--- src/hdl/kdlp_pkg.sv ---
// kdlp_pkg: shared types and constants for the key debounce / long press unit
// no dependencies; imported by kdlp_front, kdlp_queue, kdlp_back and the top level
package kdlp_pkg;

	// key codes
	localparam logic [2:0] KEY_NONE = 3'd0;
	localparam logic [2:0] KEY_1    = 3'd1;
	localparam logic [2:0] KEY_2    = 3'd2;
	localparam logic [2:0] KEY_3    = 3'd3;
	localparam logic [2:0] KEY_4    = 3'd4;
	localparam logic [2:0] KEY_5    = 3'd5;
	localparam logic [2:0] KEY_6    = 3'd6;

	// port a line patterns after masking, active low
	localparam logic [7:0] PORT_A_MASK = 8'h1d;
	localparam logic [7:0] PAT_IDLE    = 8'h1d;
	localparam logic [7:0] PAT_KEY_1   = 8'h0d;
	localparam logic [7:0] PAT_KEY_2   = 8'h15;
	localparam logic [7:0] PAT_KEY_3   = 8'h19;
	localparam logic [7:0] PAT_KEY_4   = 8'h1c;
	localparam logic [7:0] PAT_KEY_6   = 8'h09;

	// configuration register indexes
	localparam int         CFG_IDX_W       = 2;
	localparam logic [1:0] CFG_PRESCALE    = 2'd0;
	localparam logic [1:0] CFG_SHORT       = 2'd1;
	localparam logic [1:0] CFG_MEDIUM      = 2'd2;
	localparam logic [1:0] CFG_LONG        = 2'd3;
	localparam int         CFG_DATA_W      = 8;

	// register reset values
	localparam logic [7:0] PRESCALE_RESET  = 8'd5;
	localparam logic [7:0] SHORT_RESET     = 8'd2;
	localparam logic [7:0] MEDIUM_RESET    = 8'd150;
	localparam logic [7:0] LONG_RESET      = 8'd250;

	localparam int UNIT_COUNT_WIDTH_DEF = 9;

	// queue between front and back
	localparam int QUEUE_DEPTH = 2;
	localparam int QUEUE_PTR_W = 1;
	localparam int QUEUE_CNT_W = 2;

	// classified scan item handed from front to back
	typedef struct packed {
		logic       tick;
		logic [2:0] key;
		logic       display_off;
	} kdlp_item_t;

	// result pulses
	typedef struct packed {
		logic short_press;
		logic press_medium;
		logic press_long;
		logic wake_display;
		logic key_released;
	} kdlp_flags_t;

endpackage

--- src/hdl/kdlp_front.sv ---
// kdlp_front: accepts scan items and decodes the raw port lines into a key code
// depends on kdlp_pkg; feeds kdlp_queue
module kdlp_front (
	input  logic                clk,
	input  logic                arst_n,
	input  logic                in_valid,
	output logic                in_ready,
	input  logic                tick,
	input  logic [7:0]          port_a_lines,
	input  logic                port_b_line,
	input  logic                display_off,
	output logic                push,
	output kdlp_pkg::kdlp_item_t push_data,
	input  logic                push_ready
);
	import kdlp_pkg::*;

	logic [2:0] decoded_key_q;
	logic [2:0] key_next;
	logic [7:0] masked;

	assign masked = port_a_lines & PORT_A_MASK;

	always_comb begin
		key_next = decoded_key_q;
		if (tick) begin
			case (masked)
				PAT_IDLE:  key_next = port_b_line ? KEY_NONE : KEY_5;
				PAT_KEY_1: key_next = KEY_1;
				PAT_KEY_2: key_next = KEY_2;
				PAT_KEY_3: key_next = KEY_3;
				PAT_KEY_4: key_next = KEY_4;
				PAT_KEY_6: key_next = KEY_6;
				// unknown pattern holds the last code
				default:   key_next = decoded_key_q;
			endcase
		end
	end

	always_ff @(posedge clk or negedge arst_n) begin
		if (!arst_n) begin
			decoded_key_q <= KEY_NONE;
		end else if (in_valid && push_ready) begin
			decoded_key_q <= key_next;
		end
	end

	assign in_ready              = push_ready;
	assign push                  = in_valid && push_ready;
	assign push_data.tick        = tick;
	assign push_data.key         = key_next;
	assign push_data.display_off = display_off;

endmodule

--- src/hdl/kdlp_queue.sv ---
// kdlp_queue: short fifo of classified items between front and back
// depends on kdlp_pkg
module kdlp_queue (
	input  logic                 clk,
	input  logic                 arst_n,
	input  logic                 push,
	input  kdlp_pkg::kdlp_item_t push_data,
	output logic                 push_ready,
	input  logic                 pop,
	output logic                 pop_valid,
	output kdlp_pkg::kdlp_item_t pop_data
);
	import kdlp_pkg::*;

	kdlp_item_t             mem_q [QUEUE_DEPTH];
	logic [QUEUE_PTR_W-1:0] wr_ptr_q;
	logic [QUEUE_PTR_W-1:0] rd_ptr_q;
	logic [QUEUE_CNT_W-1:0] count_q;

	assign push_ready = (count_q != QUEUE_CNT_W'(QUEUE_DEPTH));
	assign pop_valid  = (count_q != '0);
	assign pop_data   = mem_q[rd_ptr_q];

	always_ff @(posedge clk) begin
		if (push) begin
			mem_q[wr_ptr_q] <= push_data;
		end
	end

	always_ff @(posedge clk or negedge arst_n) begin
		if (!arst_n) begin
			wr_ptr_q <= '0;
			rd_ptr_q <= '0;
			count_q  <= '0;
		end else begin
			if (push) begin
				wr_ptr_q <= wr_ptr_q + 1'b1;
			end
			if (pop) begin
				rd_ptr_q <= rd_ptr_q + 1'b1;
			end
			if (push && !pop) begin
				count_q <= count_q + 1'b1;
			end else if (pop && !push) begin
				count_q <= count_q - 1'b1;
			end
		end
	end

`ifndef SYNTHESIS
	a_count_bound: assert property (@(posedge clk) disable iff (!arst_n)
		count_q <= QUEUE_CNT_W'(QUEUE_DEPTH))
		else $error("queue count beyond depth");

	a_pop_nonempty: assert property (@(posedge clk) disable iff (!arst_n)
		pop |-> count_q != '0)
		else $error("pop from empty queue");

	a_push_grows: assert property (@(posedge clk) disable iff (!arst_n)
		push && !pop |=> count_q == $past(count_q) + 1'b1)
		else $error("queue count did not grow on push");

	a_ptr_gap: assert property (@(posedge clk) disable iff (!arst_n)
		count_q == '0 |-> wr_ptr_q == rd_ptr_q)
		else $error("pointers differ on empty queue");
`endif

endmodule

--- src/hdl/kdlp_back.sv ---
// kdlp_back: debounce, prescaler, unit counter and hold detection with result register
// depends on kdlp_pkg; takes items from kdlp_queue, holds the configuration registers
module kdlp_back #(
	parameter int UNIT_COUNT_WIDTH = kdlp_pkg::UNIT_COUNT_WIDTH_DEF
) (
	input  logic                                clk,
	input  logic                                arst_n,
	input  logic                                cfg_we,
	input  logic [kdlp_pkg::CFG_IDX_W-1:0]      cfg_index,
	input  logic [kdlp_pkg::CFG_DATA_W-1:0]     cfg_data,
	input  logic                                q_valid,
	input  kdlp_pkg::kdlp_item_t                q_data,
	output logic                                q_pop,
	output logic                                out_valid,
	input  logic                                out_ready,
	output logic [2:0]                          res_key,
	output kdlp_pkg::kdlp_flags_t               res_flags
);
	import kdlp_pkg::*;

	localparam logic [UNIT_COUNT_WIDTH-1:0] UNIT_MAX = '1;

	logic [7:0] prescale_q, short_q, medium_q, long_q;

	logic [2:0]                  stable_key_q, stable_n;
	logic                        counting_q, counting_n;
	logic [7:0]                  tick_count_q, tick_n, tick_inc;
	logic [UNIT_COUNT_WIDTH-1:0] unit_count_q, unit_n;
	logic [2:0]                  reported_key_q, reported_n;
	kdlp_flags_t                 flags_n;

	logic        out_valid_q;
	logic [2:0]  res_key_q;
	kdlp_flags_t res_flags_q;

	always_ff @(posedge clk or negedge arst_n) begin
		if (!arst_n) begin
			prescale_q <= PRESCALE_RESET;
			short_q    <= SHORT_RESET;
			medium_q   <= MEDIUM_RESET;
			long_q     <= LONG_RESET;
		end else if (cfg_we) begin
			case (cfg_index)
				CFG_PRESCALE: prescale_q <= cfg_data;
				CFG_SHORT:    short_q    <= cfg_data;
				CFG_MEDIUM:   medium_q   <= cfg_data;
				CFG_LONG:     long_q     <= cfg_data;
				default:      ;
			endcase
		end
	end

	always_comb begin
		stable_n   = stable_key_q;
		counting_n = counting_q;
		tick_n     = tick_count_q;
		unit_n     = unit_count_q;
		reported_n = reported_key_q;
		tick_inc   = '0;
		flags_n    = '0;
		if (q_data.tick) begin
			if (stable_key_q != q_data.key) begin
				stable_n = q_data.key;
				if (q_data.key == KEY_NONE) begin
					counting_n            = 1'b0;
					flags_n.key_released = 1'b1;
				end else begin
					counting_n = 1'b1;
					tick_n     = '0;
					unit_n     = '0;
				end
			end
			if (counting_n) begin
				tick_inc = tick_n + 8'd1;
				// a prescale of zero gives a unit on every tick
				if (tick_inc >= prescale_q) begin
					tick_n = '0;
					if (unit_n != UNIT_MAX) begin
						unit_n = unit_n + 1'b1;
					end
					// first matching threshold wins
					if (unit_n == UNIT_COUNT_WIDTH'(short_q)) begin
						reported_n = stable_n;
						if (q_data.display_off && stable_n != KEY_NONE) begin
							flags_n.wake_display = 1'b1;
						end else begin
							flags_n.short_press = 1'b1;
						end
					end else if ((stable_n inside {KEY_2, KEY_5, KEY_6})
							&& unit_n == UNIT_COUNT_WIDTH'(medium_q)) begin
						reported_n           = stable_n;
						flags_n.press_medium = 1'b1;
					end else if (stable_n == KEY_4 && unit_n == UNIT_COUNT_WIDTH'(long_q)) begin
						counting_n         = 1'b0;
						reported_n         = stable_n;
						flags_n.press_long = 1'b1;
					end
				end else begin
					tick_n = tick_inc;
				end
			end
		end
	end

	// take the next item when the result register is empty or being drained
	assign q_pop = q_valid && (!out_valid_q || out_ready);

	always_ff @(posedge clk or negedge arst_n) begin
		if (!arst_n) begin
			stable_key_q   <= KEY_NONE;
			counting_q     <= 1'b0;
			tick_count_q   <= '0;
			unit_count_q   <= '0;
			reported_key_q <= KEY_NONE;
			out_valid_q    <= 1'b0;
		end else begin
			if (q_pop) begin
				stable_key_q   <= stable_n;
				counting_q     <= counting_n;
				tick_count_q   <= tick_n;
				unit_count_q   <= unit_n;
				reported_key_q <= reported_n;
				out_valid_q    <= 1'b1;
			end else if (out_ready) begin
				out_valid_q <= 1'b0;
			end
		end
	end

	always_ff @(posedge clk) begin
		if (q_pop) begin
			res_key_q   <= reported_n;
			res_flags_q <= flags_n;
		end
	end

	assign out_valid = out_valid_q;
	assign res_key   = res_key_q;
	assign res_flags = res_flags_q;

endmodule

--- src/hdl/key_debounce_long_press_unit.sv ---
// key_debounce_long_press_unit: key scanner with debounce and hold-time detection
// depends on kdlp_pkg, kdlp_front, kdlp_queue, kdlp_back
//
// input channel (in_valid/in_ready): one scan item per transfer; tick=1 is a 4 ms
//   scan tick with the raw port lines, tick=0 changes nothing but still gives a result
// output channel (out_valid/out_ready): exactly one result per input item, in order:
//   the last reported key code and one-item pulses for short press, 3 s hold,
//   5 s hold, display wake and key release
// cfg_we/cfg_index/cfg_data: write prescale_ticks, short_units, medium_units,
//   long_units (index 0..3) while the block is idle
// the input transfer writes the item into the queue, and the back loads the result
//   register from the queue entry when the result register is free or draining
// throughput: one item per cycle while out_ready is high; the front decodes into
//   a 2-entry queue, and the back updates the counters and result register at once
// a stalled receiver holds the result register; the queue fills and in_ready
//   drops once the queue holds two items
// reset clears the key state, counters, queue and registers to their defaults
module key_debounce_long_press_unit #(
	parameter int UNIT_COUNT_WIDTH = kdlp_pkg::UNIT_COUNT_WIDTH_DEF
) (
	input  logic                            clk,
	input  logic                            arst_n,
	input  logic                            in_valid,
	output logic                            in_ready,
	input  logic                            tick,
	input  logic [7:0]                      port_a_lines,
	input  logic                            port_b_line,
	input  logic                            display_off,
	output logic                            out_valid,
	input  logic                            out_ready,
	output logic [2:0]                      key_code,
	output logic                            short_press,
	output logic                            press_medium,
	output logic                            press_long,
	output logic                            wake_display,
	output logic                            key_released,
	input  logic                            cfg_we,
	input  logic [kdlp_pkg::CFG_IDX_W-1:0]  cfg_index,
	input  logic [kdlp_pkg::CFG_DATA_W-1:0] cfg_data
);
	import kdlp_pkg::*;

	logic        push, push_ready, pop, pop_valid;
	kdlp_item_t  push_data, pop_data;
	kdlp_flags_t flags;

	kdlp_front u_front (
		.clk          (clk),
		.arst_n       (arst_n),
		.in_valid     (in_valid),
		.in_ready     (in_ready),
		.tick         (tick),
		.port_a_lines (port_a_lines),
		.port_b_line  (port_b_line),
		.display_off  (display_off),
		.push         (push),
		.push_data    (push_data),
		.push_ready   (push_ready)
	);

	kdlp_queue u_queue (
		.clk        (clk),
		.arst_n     (arst_n),
		.push       (push),
		.push_data  (push_data),
		.push_ready (push_ready),
		.pop        (pop),
		.pop_valid  (pop_valid),
		.pop_data   (pop_data)
	);

	kdlp_back #(
		.UNIT_COUNT_WIDTH (UNIT_COUNT_WIDTH)
	) u_back (
		.clk       (clk),
		.arst_n    (arst_n),
		.cfg_we    (cfg_we),
		.cfg_index (cfg_index),
		.cfg_data  (cfg_data),
		.q_valid   (pop_valid),
		.q_data    (pop_data),
		.q_pop     (pop),
		.out_valid (out_valid),
		.out_ready (out_ready),
		.res_key   (key_code),
		.res_flags (flags)
	);

	assign short_press  = flags.short_press;
	assign press_medium = flags.press_medium;
	assign press_long   = flags.press_long;
	assign wake_display = flags.wake_display;
	assign key_released = flags.key_released;

endmodule
--- config.mk ---
export PLATFORM = sky130hd
export DESIGN_NAME = key_debounce_long_press_unit
export DESIGN_NICKNAME = d
export VERILOG_FILES = /design/src/hdl/kdlp_pkg.sv /design/src/hdl/kdlp_front.sv /design/src/hdl/kdlp_queue.sv /design/src/hdl/kdlp_back.sv /design/src/hdl/key_debounce_long_press_unit.sv
export SDC_FILE = /design/constraint.sdc
export NUM_CORES = 1
export LEC_CHECK = 0
export BUFFER_PORTS_ARGS = -buffer_cell sky130_fd_sc_hd__buf_2
export CORE_MARGIN = 4
export CORE_UTILIZATION = 55
export CTS_CLUSTER_SIZE = 30
export DETAILED_ROUTE_END_ITERATION = 6
export GPL_TIMING_DRIVEN = 0
export PLACE_DENSITY = 0.74
export SETUP_SLACK_MARGIN = 0.1
export SYNTH_ARGS = -nofsm -noshare
export SYNTH_HDL_FRONTEND = slang
export SYNTH_SLANG_ARGS = --single-unit
--- constraint.sdc ---
create_clock -name clk -period 7.9 [get_ports clk]
set_clock_uncertainty 0.05 [all_clocks]
set_input_delay 0.395 -clock clk [delete_from_list [all_inputs] [get_ports clk]]
set_output_delay 0.395 -clock clk [all_outputs]
set_load 0.02 [all_outputs]
==> impl_metrics.env <==
export IMPL_status="complete, no violations"
export IMPL_postCtsSetupBuffers=0
export IMPL_final_cell_count_no_fill=600
export IMPL_ir_drop_v=0.000194
export IMPL_ys_types=62
export IMPL_dp_cells=584
export IMPL_wl_per_cell_um=16.8
export IMPL_cts_buffers=9
export IMPL_cp_required_ns=7.94
export IMPL_fin_nets=527
export IMPL_layout_drive_gt1_share_pct=21.4
export IMPL_routed_wirelength_mm=10.1
export IMPL_boundaryPins=36
export IMPL_fill_cells=680
export IMPL_cp_max_fo=10
export IMPL_insertion_delay_ns=0.36
export IMPL_crit_type="reg2reg"
export IMPL_first_pass_iters=7
export IMPL_syn_inst=449
export IMPL_ys_ff_latch=82
export IMPL_fp_coreArea_mm2=0.00822
export IMPL_grt_max_degree=65
export IMPL_async_reset_ff_share_pct=78.0
export IMPL_final_max_slew_viol_count=0
export IMPL_final_util_pct=62.3
export IMPL_synth_fp_nets=486
export IMPL_dp_hpwl_mm=7.56
export IMPL_grt_antenna_before_repair=0
export IMPL_drtIter0Drc=186
export IMPL_multiInputGateArea_mm2=0.00235
export IMPL_endpoint_kind="flop"
export IMPL_synth_edf_count=18
export IMPL_cts_tree="built"
export IMPL_finalSetupTns_ns=0
export IMPL_track_usage_pct=22.0
export IMPL_finalHoldViolations=0
export IMPL_netlist_area_mm2=0.00465
export IMPL_fin_crit_sh_pct=72.0
export IMPL_max_freq_ghz=0.176
export IMPL_synthFlopType="dfrtp_1"
export IMPL_viasPerCell=6.00
export IMPL_slew_headroom_pct=46.2
export IMPL_final_common_cell="dfrtp_1"
export IMPL_cts_root_buf="clkbuf_8"
export IMPL_post_route_min_period_ns=5.69
export IMPL_hold_path_class="in2async"
export IMPL_synth_area_per_cell_um2=10.3
export IMPL_die_area_mm2=0.00998
export IMPL_hold_buffers=0
export IMPL_grt_pass1_wl_mm=17.1
export IMPL_cts_htree_levels=3
export IMPL_die_h_um=99.9
export IMPL_cts_buffer_depth=2
export IMPL_cts_resized_gates=0
export IMPL_clkTransAtPathRegs_ns=0.09
export IMPL_gp_congestion=0.900
export IMPL_worst_setup_path_start_kind="flop"
export IMPL_drc=0
export IMPL_worst_slew_pin_slew_ns=0.799
export IMPL_ff_latch_area_mm2=0.00216
export IMPL_setup_viol=0
export IMPL_start_util_pct=56.6
export IMPL_grt_overflow=0
export IMPL_ys_seq_area_share_pct=46.4
export IMPL_clock_sinks=82
export IMPL_yosysWarningCount=0
export IMPL_portBuffers=30
export IMPL_p_per_area_mw_per_mm2=285
export IMPL_ant_nets=0
export IMPL_antenna_cells=0
export IMPL_die_w_um=99.9
export IMPL_dr_total_vias=3598
export IMPL_rsz0062_at_grt="false"
export IMPL_core_rowCount=33
export IMPL_maxCapViolCount=0
export IMPL_final_cell_mix="dfrtp_1 (51), nand2_1 (43), buf_2 (34), mux2_2 (29), nor2_1 (29)"
export IMPL_grt_pass1_vias=3469
export IMPL_crit_arrival_ns=5.73
export IMPL_p_leak_nw=2.05
export IMPL_area_growth_pct=10.2
logic make-up (layout without fill, tap and decap cells):
logic type | after synthesis | after routing | share of synthesized area (%)
AO/OA/AOI/OAI | 102 | 102 | 15.6
XOR/XNOR | 36 | 36 | 6.95
adder cells (fa/ha/maj) | 12 | 12 | 3.18
buffers and inverters | 34 | 80 | 3.04
flip-flops | 82 | 82 | 46.4
multiplexers | 35 | 35 | 8.67
AND/OR/NAND/NOR | 148 | 148 | 16.2
metal layers:
metal  part of all wire [%]  GRT usage [%]
met1                     46           30.3
met2                     48           33.9
met3                    4.7           4.66
met4                    1.9           8.82
met5                      0              0
synthesized netlist by cell type, types with 3 or more instances:
cell type	n	area share (%)
nand2b_1	5	0.67
xor2_1	16	3.0
ha_1	11	3.0
nand3_1	13	1.4
inv_1	18	1.5
a31oi_1	10	1.3
a21o_1	3	0.48
mux2i_1	4	0.86
dfstp_2	13	7.4
nor3b_1	3	0.48
a22o_1	7	1.3
o2111ai_1	3	0.57
a21oi_1	17	1.8
dfrtp_1	51	27
mux2_2	29	7.0
buf_2	5	0.54
nand4_1	5	0.67
o32ai_1	4	0.75
xnor2_1	19	3.6
clkbuf_1	9	0.73
and3_1	3	0.40
nand4b_1	3	0.57
o21ai_0	27	2.9
or2_2	4	0.54
nor4_1	4	0.54
nor3_1	12	1.3
o41ai_1	5	0.94
and2_1	7	0.94
edfxtp_1	18	12
nor2_1	29	2.3
o21ai_1	3	0.32
nand2_1	43	3.5
o32a_1	3	0.65
worst max-delay path, stage by stage, from the launching register on:
cell and delay [ns]:
dfrtp_1 0.39, buf_6 0.18, mux2i_1 0.40, xnor2_1 0.25, o31ai_4 0.43, clkbuf_1 0.42
and2_1 0.20, ha_1 0.14, buf_2 0.18, and4_1 0.26, a21oi_1 0.09, mux2i_1 0.61
nor4bb_1 0.37, a31oi_1 0.06, o32a_1 0.22, or4_1 0.53, buf_2 0.19, a31oi_1 0.30
o22ai_1 0.14
registers in the layout, indices dropped and copies added, names as in the netlist:
signal                 cells
u_back.res_flags           5
u_back.tick_count_q        8
u_back.counting_q          1
u_back.long_q              8
u_back.stable_key_q        3
u_queue.wr_ptr_q           1
u_back.out_valid           1
u_back.medium_q            8
u_back.reported_key_q      3
u_front.decoded_key_q      3
u_back.unit_count_q        9
u_back.res_key             3
u_queue.count_q            2
u_back.prescale_q          8
u_queue.mem_q             10
u_queue.rd_ptr_q           1
u_back.short_q             8
final timing paths:
path | slack, ns | to | cells past startpoint | startpoint
min in group clk | 0.18 | u_queue.mem_q[0][0] | 1 | display_off
max in group asynchronous | 7.20 | u_queue.rd_ptr_q | 1 | arst_n
max reg2reg | 2.21 | u_back.res_key[1] | 18 | u_queue.rd_ptr_q
max | 2.21 | u_back.res_key[1] | 18 | u_queue.rd_ptr_q
min | 0.05 | u_back.reported_key_q[0] | 1 | arst_n
min reg2reg | 0.45 | u_front.decoded_key_q[0] | 2 | u_front.decoded_key_q[0]
layout make-up:
type,instances,area share (%)
plain buffers,16,1.44
clock buffers,11,2.96
clock inverters,5,0.709
inverters,18,1.32
multi-input cells,333,45.9
flip-flops and latches,82,42.2
well taps,105,2.57
repair buffers,30,2.98
power breakdown:
group,leakage [nW],total [mW],internal [mW],switching [mW]
Clock,0.0896,0.287,0.132,0.155
Sequential,0.940,0.620,0.546,0.0738
Combinational,1.02,0.549,0.206,0.344
Total,2.05,1.46,0.884,0.573
stage by stage:
| step | area (um^2) | hold WS [ns] | power (mW) | setup slack (ns) |
|---|---|---|---|---|
| 2_1_floorplan | 4650 | 0.0494 | 1.02 | 3.35 |
| 3_3_place_gp | 4930 | 0.416 | 1.16 | 2.44 |
| 3_5_place_dp | 4930 | 0.427 | 1.18 | 2.32 |
| 4_1_cts | 5120 | 0.0920 | 1.47 | 2.29 |
| 5_1_grt | 5120 | 0.106 | 1.56 | 1.91 |
| 6_report | 5120 | 0.0457 | 1.46 | 2.21 |
No activity file was read; power rests on OpenSTA's default activity.
